$ cat src/sv/fhp_pkg.sv
`default_nettype none

package fhp_pkg;

  localparam int unsigned POS_W = 16;

  localparam logic [POS_W-1:0] ETH_HDR = 16'd14;
  localparam logic [POS_W-1:0] IP4_MIN = 16'd20;
  localparam logic [POS_W-1:0] IP6_HDR = 16'd40;
  localparam logic [POS_W-1:0] TCP_MIN = 16'd20;
  localparam logic [POS_W-1:0] UDP_HDR = 16'd8;

  localparam logic [3:0] VER_IPV4 = 4'd4;
  localparam logic [3:0] VER_IPV6 = 4'd6;

  localparam logic [7:0] PROTO_TCP = 8'd6;
  localparam logic [7:0] PROTO_UDP = 8'd17;

  localparam logic [2:0] ST_IPV4_OK  = 3'd0;
  localparam logic [2:0] ST_IPV6_OK  = 3'd1;
  localparam logic [2:0] ST_SHORT    = 3'd2;
  localparam logic [2:0] ST_BAD_VER  = 3'd3;
  localparam logic [2:0] ST_TRUNC_IP = 3'd4;
  localparam logic [2:0] ST_TRUNC_TP = 3'd5;

  localparam int unsigned IOT_N = 44;

  localparam logic [23:0] IOT_OUI [IOT_N] = '{
    24'hb827eb, 24'hdca632, 24'he45f01, 24'h001788, 24'h18b430, 24'h641666,
    24'hd8334f, 24'h54607e, 24'h4465d0, 24'hfc65de, 24'h44650d, 24'h74c246,
    24'hf0272d, 24'ha002dc, 24'hcc9e00, 24'hb0b982, 24'hb4750e, 24'h6c4008,
    24'h0021d1, 24'h000d6f, 24'h286c07, 24'h606bff, 24'hec1a59, 24'hd83add,
    24'h5ccf7f, 24'ha020a6, 24'h30aea4, 24'h240ac4, 24'h3c71bf, 24'h24b2de,
    24'hac233f, 24'h98076b, 24'hb0be76, 24'h50c7bf, 24'h10feed, 24'h7cf666,
    24'hd073d5, 24'h48a6b8, 24'h54a5ef, 24'hb8e937, 24'hc05627, 24'h8ca9ff,
    24'h703a51, 24'he8db84
  };

  // Everything the capture side collected for one frame.
  typedef struct packed {
    logic [POS_W-1:0] cap;
    logic [3:0]       ver;
    logic [3:0]       ihl;
    logic [3:0]       tcp_words;
    logic [63:0]      src_hi;
    logic [63:0]      src_lo;
    logic [63:0]      dst_hi;
    logic [63:0]      dst_lo;
    logic [7:0]       proto;
    logic [31:0]      ports;
    logic [7:0]       flags;
    logic [23:0]      oui;
  } frame_t;

  typedef struct packed {
    logic [2:0]       status;
    logic [63:0]      src_addr_hi;
    logic [63:0]      src_addr_lo;
    logic [63:0]      dst_addr_hi;
    logic [63:0]      dst_addr_lo;
    logic [7:0]       protocol;
    logic [15:0]      l4_src;
    logic [15:0]      l4_dst;
    logic [7:0]       l4_flags;
    logic [15:0]      l4_data_len;
    logic [23:0]      src_oui;
    logic             vendor_hit;
  } result_t;

  // Queue handshake between capture side and finish side.
  typedef struct packed {
    logic full;
    logic empty;
  } q_stat_t;

  function automatic logic oui_match(input logic [23:0] oui);
    logic hit;
    hit = 1'b0;
    for (int i = 0; i < IOT_N; i++) begin
      if (IOT_OUI[i] == oui) hit = 1'b1;
    end
    return hit;
  endfunction

endpackage

`default_nettype wire

$ cat src/sv/fhp_capture.sv
`default_nettype none

module fhp_capture #(
  parameter int unsigned MAX_CAPTURE = 65535
) (
  input  wire logic            clk_i,
  input  wire logic            rst_ni,
  input  wire logic            beat_i,
  input  wire logic [7:0]      data_i,
  input  wire logic            last_i,
  output logic                 push_o,
  output fhp_pkg::frame_t      frame_o
);

  fhp_pkg::frame_t st_q, st_d;

  logic                     take;
  logic                     in_ip;
  logic                     in_tp;
  logic [fhp_pkg::POS_W-1:0] q;
  logic [fhp_pkg::POS_W-1:0] hdr;
  logic [fhp_pkg::POS_W-1:0] t;
  logic [3:0]               ver_n;
  logic [3:0]               ihl_n;

  always_comb begin
    st_d  = st_q;
    take  = st_q.cap < fhp_pkg::POS_W'(MAX_CAPTURE);
    in_ip = st_q.cap >= fhp_pkg::ETH_HDR;
    q     = st_q.cap - fhp_pkg::ETH_HDR;
    ver_n = (in_ip && q == '0) ? data_i[7:4] : st_q.ver;
    ihl_n = (in_ip && q == '0) ? data_i[3:0] : st_q.ihl;
    hdr   = (ver_n == fhp_pkg::VER_IPV4) ? {10'd0, ihl_n, 2'b00} : fhp_pkg::IP6_HDR;
    t     = q - hdr;
    in_tp = q >= hdr;

    if (take) begin
      st_d.cap = st_q.cap + 1'b1;
      if (st_q.cap >= 16'd6 && st_q.cap <= 16'd8) st_d.oui = {st_q.oui[15:0], data_i};
      if (in_ip) begin
        st_d.ver = ver_n;
        st_d.ihl = ihl_n;
        if (ver_n == fhp_pkg::VER_IPV4) begin
          if (q == 16'd9) st_d.proto = data_i;
          if (q >= 16'd12 && q <= 16'd15) st_d.src_lo = {32'd0, st_q.src_lo[23:0], data_i};
          if (q >= 16'd16 && q <= 16'd19) st_d.dst_lo = {32'd0, st_q.dst_lo[23:0], data_i};
        end else if (ver_n == fhp_pkg::VER_IPV6) begin
          if (q == 16'd6) st_d.proto = data_i;
          if (q >= 16'd8 && q <= 16'd15)  st_d.src_hi = {st_q.src_hi[55:0], data_i};
          if (q >= 16'd16 && q <= 16'd23) st_d.src_lo = {st_q.src_lo[55:0], data_i};
          if (q >= 16'd24 && q <= 16'd31) st_d.dst_hi = {st_q.dst_hi[55:0], data_i};
          if (q >= 16'd32 && q <= 16'd39) st_d.dst_lo = {st_q.dst_lo[55:0], data_i};
        end
        // Transport bytes are picked by position, even inside a short IPv4 header.
        if ((ver_n == fhp_pkg::VER_IPV4 || ver_n == fhp_pkg::VER_IPV6) && in_tp) begin
          if (t <= 16'd3)  st_d.ports     = {st_q.ports[23:0], data_i};
          if (t == 16'd12) st_d.tcp_words = data_i[7:4];
          if (t == 16'd13) st_d.flags     = data_i;
        end
      end
    end
  end

  assign push_o  = beat_i && last_i;
  assign frame_o = st_d;

  always_ff @(posedge clk_i or negedge rst_ni) begin
    if (!rst_ni) begin
      st_q <= '0;
    end else if (beat_i) begin
      if (last_i) begin
        st_q <= '0;
      end else begin
        st_q <= st_d;
      end
    end
  end

endmodule

`default_nettype wire

$ cat src/sv/fhp_queue.sv
`default_nettype none

module fhp_queue (
  input  wire logic             clk_i,
  input  wire logic             rst_ni,
  input  wire logic             push_i,
  input  wire fhp_pkg::frame_t  data_i,
  input  wire logic             pop_i,
  output fhp_pkg::frame_t       data_o,
  output fhp_pkg::q_stat_t      stat_o
);

  fhp_pkg::frame_t mem_q [2];
  logic            wr_ptr_q;
  logic            rd_ptr_q;
  logic [1:0]      count_q;

  assign data_o       = mem_q[rd_ptr_q];
  assign stat_o.full  = count_q == 2'd2;
  assign stat_o.empty = count_q == 2'd0;

  always_ff @(posedge clk_i) begin
    if (push_i) mem_q[wr_ptr_q] <= data_i;
  end

  always_ff @(posedge clk_i or negedge rst_ni) begin
    if (!rst_ni) begin
      wr_ptr_q <= 1'b0;
      rd_ptr_q <= 1'b0;
      count_q  <= 2'd0;
    end else begin
      if (push_i) wr_ptr_q <= ~wr_ptr_q;
      if (pop_i)  rd_ptr_q <= ~rd_ptr_q;
      case ({push_i, pop_i})
        2'b10:   count_q <= count_q + 2'd1;
        2'b01:   count_q <= count_q - 2'd1;
        default: count_q <= count_q;
      endcase
    end
  end

endmodule

`default_nettype wire

$ cat src/sv/fhp_finish.sv
`default_nettype none

module fhp_finish (
  input  wire logic             clk_i,
  input  wire logic             rst_ni,
  input  wire fhp_pkg::frame_t  frame_i,
  input  wire logic             valid_i,
  output logic                  pop_o,
  input  wire logic             ready_i,
  output logic                  valid_o,
  output fhp_pkg::result_t      result_o
);

  // Stage A: length checks and table lookup.
  logic                      a_valid_q;
  fhp_pkg::frame_t           a_fr_q;
  logic                      a_short_q, a_badver_q, a_truncip_q, a_iot_q;
  logic [fhp_pkg::POS_W-1:0] a_tp_q;

  logic                      a_ready, b_ready;
  logic                      is_v4, is_v6;
  logic [fhp_pkg::POS_W-1:0] hdr_tot;
  logic                      trunc_ip;

  // Stage B: the result register.
  logic                      out_valid_q;
  fhp_pkg::result_t          res_q, res_d;
  logic [fhp_pkg::POS_W-1:0] th;

  assign b_ready = !out_valid_q || ready_i;
  assign a_ready = !a_valid_q || b_ready;
  assign pop_o   = valid_i && a_ready;

  always_comb begin
    is_v4    = frame_i.ver == fhp_pkg::VER_IPV4;
    is_v6    = frame_i.ver == fhp_pkg::VER_IPV6;
    hdr_tot  = is_v4 ? fhp_pkg::ETH_HDR + {10'd0, frame_i.ihl, 2'b00}
                     : fhp_pkg::ETH_HDR + fhp_pkg::IP6_HDR;
    trunc_ip = frame_i.cap < hdr_tot ||
               (is_v4 && frame_i.cap < fhp_pkg::ETH_HDR + fhp_pkg::IP4_MIN);
  end

  always_ff @(posedge clk_i) begin
    if (pop_o) begin
      a_fr_q      <= frame_i;
      a_short_q   <= frame_i.cap < fhp_pkg::ETH_HDR;
      a_badver_q  <= !(is_v4 || is_v6);
      a_truncip_q <= trunc_ip;
      a_iot_q     <= fhp_pkg::oui_match(frame_i.oui);
      a_tp_q      <= frame_i.cap - hdr_tot;
    end
  end

  always_comb begin
    res_d = '0;
    th    = {10'd0, a_fr_q.tcp_words, 2'b00};
    if (a_short_q) begin
      res_d.status = fhp_pkg::ST_SHORT;
    end else begin
      res_d.src_oui    = a_fr_q.oui;
      res_d.vendor_hit = a_iot_q;
      if (a_badver_q) begin
        res_d.status = fhp_pkg::ST_BAD_VER;
      end else if (a_truncip_q) begin
        res_d.status = fhp_pkg::ST_TRUNC_IP;
      end else begin
        res_d.src_addr_hi = a_fr_q.src_hi;
        res_d.src_addr_lo = a_fr_q.src_lo;
        res_d.dst_addr_hi = a_fr_q.dst_hi;
        res_d.dst_addr_lo = a_fr_q.dst_lo;
        res_d.protocol    = a_fr_q.proto;
        res_d.status      = (a_fr_q.ver == fhp_pkg::VER_IPV4) ? fhp_pkg::ST_IPV4_OK
                                                              : fhp_pkg::ST_IPV6_OK;
        if (a_fr_q.proto == fhp_pkg::PROTO_TCP) begin
          if (a_tp_q < fhp_pkg::TCP_MIN) begin
            res_d.status = fhp_pkg::ST_TRUNC_TP;
          end else begin
            res_d.l4_src      = a_fr_q.ports[31:16];
            res_d.l4_dst      = a_fr_q.ports[15:0];
            res_d.l4_flags    = a_fr_q.flags;
            res_d.l4_data_len = (a_tp_q > th) ? a_tp_q - th : '0;
          end
        end else if (a_fr_q.proto == fhp_pkg::PROTO_UDP) begin
          if (a_tp_q < fhp_pkg::UDP_HDR) begin
            res_d.status = fhp_pkg::ST_TRUNC_TP;
          end else begin
            res_d.l4_src      = a_fr_q.ports[31:16];
            res_d.l4_dst      = a_fr_q.ports[15:0];
            res_d.l4_data_len = a_tp_q - fhp_pkg::UDP_HDR;
          end
        end else begin
          res_d.l4_data_len = a_tp_q;
        end
      end
    end
  end

  always_ff @(posedge clk_i) begin
    if (a_valid_q && b_ready) res_q <= res_d;
  end

  always_ff @(posedge clk_i or negedge rst_ni) begin
    if (!rst_ni) begin
      a_valid_q   <= 1'b0;
      out_valid_q <= 1'b0;
    end else begin
      if (a_ready) a_valid_q   <= valid_i;
      if (b_ready) out_valid_q <= a_valid_q;
    end
  end

  assign valid_o  = out_valid_q;
  assign result_o = res_q;

endmodule

`default_nettype wire

$ cat src/sv/frame_header_parser.sv
// Frame header parser: feed a captured Ethernet frame one byte per beat on
// s_axis, starting at the destination MAC, with tlast on the final byte.
// For each frame one result beat leaves on m_axis: status on tuser, and on
// tdata the IPv4/IPv6 addresses, protocol, TCP/UDP ports, TCP flags,
// payload length after the transport header, source OUI and an IoT vendor
// flag. Bytes past MAX_CAPTURE are dropped and the length saturates there.
// Rate: one byte per clock while s_axis_tready is high, back to back, frames
// of any length including one byte. The capture side takes every accepted
// byte; on the last byte it pushes a frame record into a two-entry queue, and
// a two-stage finish pipeline (length checks and table lookup, then result
// register) turns one record per clock into a result while m_axis is not stalled.
// s_axis_tready drops only when the queue is full, which needs four frames
// outstanding behind a stalled m_axis: one in the result register, one in the
// first finish stage and two in the queue.
`default_nettype none

module frame_header_parser #(
  parameter int unsigned MAX_CAPTURE = 65535
) (
  input  wire logic         clk_i,
  input  wire logic         rst_ni,
  input  wire logic         s_axis_tvalid,
  output logic              s_axis_tready,
  input  wire logic [7:0]   s_axis_tdata,   // data_byte [7:0]
  input  wire logic         s_axis_tlast,   // last_byte
  output logic              m_axis_tvalid,
  input  wire logic         m_axis_tready,
  // src_addr_hi [63:0], src_addr_lo [127:64], dst_addr_hi [191:128],
  // dst_addr_lo [255:192], protocol [263:256], l4_src [279:264],
  // l4_dst [295:280], l4_flags [303:296], l4_data_len [319:304],
  // src_oui [343:320], vendor_hit [344], zero fill [351:345]
  output logic [351:0]      m_axis_tdata,
  output logic [2:0]        m_axis_tuser    // status [2:0]
);

  logic              beat;
  logic              push;
  logic              pop;
  fhp_pkg::frame_t   frame_in;
  fhp_pkg::frame_t   frame_out;
  fhp_pkg::q_stat_t  q_stat;
  fhp_pkg::result_t  res;

  // Accept a byte whenever the queue can take a finished frame.
  assign s_axis_tready = !q_stat.full;
  assign beat          = s_axis_tvalid && s_axis_tready;

  // Front: walk the header byte by byte, hand over a record on tlast.
  fhp_capture #(
    .MAX_CAPTURE (MAX_CAPTURE)
  ) u_capture (
    .clk_i   (clk_i),
    .rst_ni  (rst_ni),
    .beat_i  (beat),
    .data_i  (s_axis_tdata),
    .last_i  (s_axis_tlast),
    .push_o  (push),
    .frame_o (frame_in)
  );

  // Decouple capture from result delivery.
  fhp_queue u_queue (
    .clk_i  (clk_i),
    .rst_ni (rst_ni),
    .push_i (push),
    .data_i (frame_in),
    .pop_i  (pop),
    .data_o (frame_out),
    .stat_o (q_stat)
  );

  // Back: classify the record and build the result beat.
  fhp_finish u_finish (
    .clk_i    (clk_i),
    .rst_ni   (rst_ni),
    .frame_i  (frame_out),
    .valid_i  (!q_stat.empty),
    .pop_o    (pop),
    .ready_i  (m_axis_tready),
    .valid_o  (m_axis_tvalid),
    .result_o (res)
  );

  assign m_axis_tuser = res.status;
  assign m_axis_tdata = {7'd0, res.vendor_hit, res.src_oui, res.l4_data_len,
                         res.l4_flags, res.l4_dst, res.l4_src, res.protocol,
                         res.dst_addr_lo, res.dst_addr_hi, res.src_addr_lo,
                         res.src_addr_hi};

`ifndef SYNTHESIS
  // Never pop a record from an empty queue.
  a_pop_nonempty: assert property (@(posedge clk_i) disable iff (!rst_ni)
    pop |-> !q_stat.empty)
    else $error("queue popped while empty");

  // A full queue must hold off the capture side.
  a_no_overflow: assert property (@(posedge clk_i) disable iff (!rst_ni)
    q_stat.full |-> !push)
    else $error("frame record pushed into full queue");

  // Short frames carry nothing but their status.
  a_short_zero: assert property (@(posedge clk_i) disable iff (!rst_ni)
    (m_axis_tvalid && m_axis_tuser == fhp_pkg::ST_SHORT) |-> m_axis_tdata == '0)
    else $error("short frame result carries data");

  // Only defined status codes leave the block.
  a_status_range: assert property (@(posedge clk_i) disable iff (!rst_ni)
    m_axis_tvalid |-> m_axis_tuser <= fhp_pkg::ST_TRUNC_TP)
    else $error("undefined status code");
`endif

endmodule

`default_nettype wire
$ cat config.mk
export PLATFORM = sky130hd
export DESIGN_NAME = frame_header_parser
export DESIGN_NICKNAME = d
export VERILOG_FILES = /design/src/sv/fhp_pkg.sv /design/src/sv/fhp_capture.sv /design/src/sv/fhp_queue.sv /design/src/sv/fhp_finish.sv /design/src/sv/frame_header_parser.sv
export SDC_FILE = /design/constraint.sdc
export NUM_CORES = 2
export LEC_CHECK = 0
export BUFFER_PORTS_ARGS = -buffer_cell sky130_fd_sc_hd__buf_2
export CAP_MARGIN = 10
export CORE_ASPECT_RATIO = 1.25
export CORE_MARGIN = 10
export CORE_UTILIZATION = 45
export CTS_CLUSTER_DIAMETER = 80
export DETAILED_ROUTE_END_ITERATION = 6
export SYNTH_ARGS = -nofsm -noshare
export SYNTH_HDL_FRONTEND = slang
export SYNTH_SLANG_ARGS = --single-unit
$ cat constraint.sdc
create_clock -name clk_i -period 42.2 [get_ports clk_i]
set_input_delay 2.11 -clock clk_i [delete_from_list [all_inputs] [get_ports clk_i]]
set_output_delay 2.11 -clock clk_i [all_outputs]
set_load 0.02 [all_outputs]
==> impl_metrics.json <==
{
  "rows": 164,
  "antenna_left": 0,
  "cts_hold_buffers": 0,
  "ys_types": 91,
  "clkLatencyLatePin_ns": 0.84,
  "finalSetupTns_ns": 0,
  "io_buffer_count": 362,
  "vias": 40700,
  "fp.dieW_um": 379,
  "cts_setup_buffers": 0,
  "yosys_warnings": 0,
  "wl_met1_um": 79800,
  "synth_edf_count": 1416,
  "fillers": 13300,
  "cts_resized": 0,
  "clock-sinks": 1778,
  "synth_cells": 4761,
  "die_h_um": 469,
  "grtUsageTotal_pct": 19.3,
  "clk_pin_slew_ns": 0.06,
  "finalNonFillerCells": 7290,
  "overflow": 0,
  "wire_per_inst_um": 23.9,
  "final_common_cell": "edfxtp_1",
  "skew_ns": 0.0454,
  "final_cell_mix": "edfxtp_1 (1416), mux2_2 (553), nand2_1 (375), dfrtp_1 (361), buf_2 (360)",
  "cp.arrival_ns": 7.65,
  "leakage_nw": 30.6,
  "synth_flop_cell": "edfxtp_1",
  "slew_headroom_pct": 15.2,
  "cts-buffers-inserted": 174,
  "outcome": "finished clean",
  "cp-endpoint": "u_queue.mem_q[0][36]",
  "crit_required_ns": 42.74,
  "pin_count": 370,
  "cap_violations": 0,
  "core-area_mm2": 0.160,
  "async_flop_share_pct": 20.4,
  "synth.avg_cell_area_um2": 15.2,
  "synth_area_mm2": 0.0725,
  "finalSetupViolations": 0,
  "r2r_slack_ns": 35.09,
  "areaGrowthSynthToFinish_pct": 13.0,
  "viasPerCell": 5.59,
  "startpoint_type": "register",
  "drv_slew": 0,
  "drive_above_1_share_pct": 24.4,
  "period_minus_slack_ns": 7.11,
  "cp_max_fo": 45,
  "path_class": "register to register",
  "cts_tree": "built",
  "hpwl_um": 109000,
  "root_buffer": "clkbuf_16",
  "grt_pass1_vias": 40700,
  "max_freq_mhz": 141,
  "worstReg2RegStart": "u_capture.st_q[344]",
  "synth.ff_latch_count": 1778,
  "wl_met2_um": 82600,
  "grt_pass1_wl_um": 263000,
  "dp.cells": 6961,
  "hold_viol": 0,
  "rsz0062_at_grt": "false",
  "grt_max_degree": 178,
  "die_area_mm2": 0.178,
  "fin_nets": 5100,
  "dr_wl_met3_um": 8650,
  "pwr_density_cell_mw_per_mm2": 63.4,
  "synth-seq-area-share_pct": 71.1,
  "cts_buffer_depth": 3,
  "tightest_slew_ns": 1.27,
  "htreeDepth": 4,
  "reg2regPathDepth": 19,
  "worstReg2RegEnd": "u_queue.mem_q[0][36]",
  "worstSetupStartpoint": "u_capture.st_q[344]",
  "drt_wl_total_um": 175000,
  "dr.pass1.iters": 7,
  "antenna_found_initial": 13,
  "cp-end-kind": "register",
  "drc": 0,
  "top_layer": "met5",
  "place.gp.congestion": 0.838,
  "first_iter_violations": 3190,
  "start_util_pct": 45.3,
  "worstHoldPathType": "register to register",
  "peakVddDrop_v": 0.0000556,
  "final.period_utilization_pct": 16.9
}
## flip-flops by register name, indices dropped and copies added, names as in the netlist, 2 cells and up
register / flops
u_capture.st_q: 356
u_finish.a_fr_q: 336
u_queue.mem_q: 712
u_queue.count_q: 2
u_finish.result_o: 348
u_finish.a_tp_q: 16
## through the flow
step                power [mW]  util [%]  cell area (um^2)  hold WS, ns  setup WS, ns
floorplan                 3.44         -             72500        0.449         20.14
global placement          3.70      47.6             76200        0.480         34.97
detailed placement        3.70      47.6             76200        0.477         35.02
CTS                       5.26      51.2             81900        0.491         35.13
global route              5.43      51.2             81900        0.518         34.68
finish                    5.19      51.2             81900        0.486         35.09
## final cells by class
type                            count  area, um^2  share of cell area, %
Antenna cell                        2        5.00                0.00611
Clock buffer                      244        4780                   5.83
Multi-Input combinational cell   2642       19600                   23.9
Tap cell                         2075        2600                   3.17
Inverter                           45         169                  0.206
Clock inverter                     82         903                   1.10
Timing Repair Buffer              422        2340                   2.85
Sequential cell                  1778       51600                   63.0
## layer usage
layer	global-route usage (%)	vias up
met3	3.30	228
met2	30.6	1048
met1	27.6	20800
li1	-	18700
met5	0	-
met4	4.86	6
## cell usage after synthesis, types with 24 or more instances
master / instances / area (um^2)
a21oi_1: 33 / 165
a22o_1: 199 / 1740
a22oi_1: 164 / 1230
and2_1: 315 / 1970
and3_1: 26 / 163
buf_2: 51 / 255
clkbuf_1: 214 / 803
dfrtp_1: 362 / 9060
edfxtp_1: 1416 / 42500
inv_1: 45 / 169
mux2_2: 553 / 6230
mux2i_1: 28 / 280
nand2_1: 377 / 1420
nand3_1: 69 / 345
nand4_1: 28 / 175
nor2_1: 133 / 499
nor2b_1: 40 / 250
nor3_1: 36 / 180
nor4_1: 26 / 163
o211ai_1: 42 / 315
o21ai_0: 120 / 601
o21ai_1: 79 / 395
xnor2_1: 24 / 210
## kinds of logic (layout without fill, tap and decap cells)
| logic type | Yosys count | in the layout | share of synthesized area [%] |
|---|---|---|---|
| AOI/OAI and AO/OA | 790 | 790 | 7.95 |
| xor gates and xnor gates | 44 | 44 | 0.542 |
| adders and majority gates | 24 | 24 | 0.445 |
| buffers and inverters | 347 | 793 | 2.09 |
| DFF | 1778 | 1778 | 71.1 |
| muxes | 605 | 605 | 9.40 |
| other | 1 | 9 | 0.00517 |
| and+or+nand+nor | 1172 | 1172 | 8.45 |
## worst min-delay path by stage
stage | from | to | slack [ns] | cells past startpoint
floorplan | u_finish.a_valid_q | u_finish.valid_o | 0.45 | 2
global placement | u_capture.st_q[199] | u_capture.st_q[199] | 0.48 | 2
detailed placement | u_capture.st_q[332] | u_capture.st_q[332] | 0.48 | 2
CTS | u_capture.st_q[332] | u_capture.st_q[332] | 0.49 | 2
global route | u_capture.st_q[334] | u_capture.st_q[334] | 0.52 | 1
finish | u_capture.st_q[332] | u_capture.st_q[332] | 0.49 | 2
## worst max-delay path, cell delays in order, from the launching register on
cell	delay [ns]
dfrtp_1	0.56
or4_1	0.67
or4_4	0.59
nand3_2	0.14
nand4_4	0.26
nor2_2	0.51
mux2i_1	0.58
nor2_1	0.11
ha_1	0.25
fa_1	0.46
nor2b_1	0.12
o21ai_0	0.12
o311ai_0	0.18
a21oi_1	0.08
a211o_1	0.36
a2111oi_4	0.29
buf_4	0.40
nand2_2	0.28
buf_4	0.39
mux2_1	0.41
## report_power, final
group          total [mW]  internal (mW)  switching [mW]
Combinational        1.10          0.347           0.755
Clock                1.54          0.872           0.669
Sequential           2.55           2.40           0.153
Total                5.19           3.61            1.58
No activity file was read; power rests on OpenSTA's default activity.
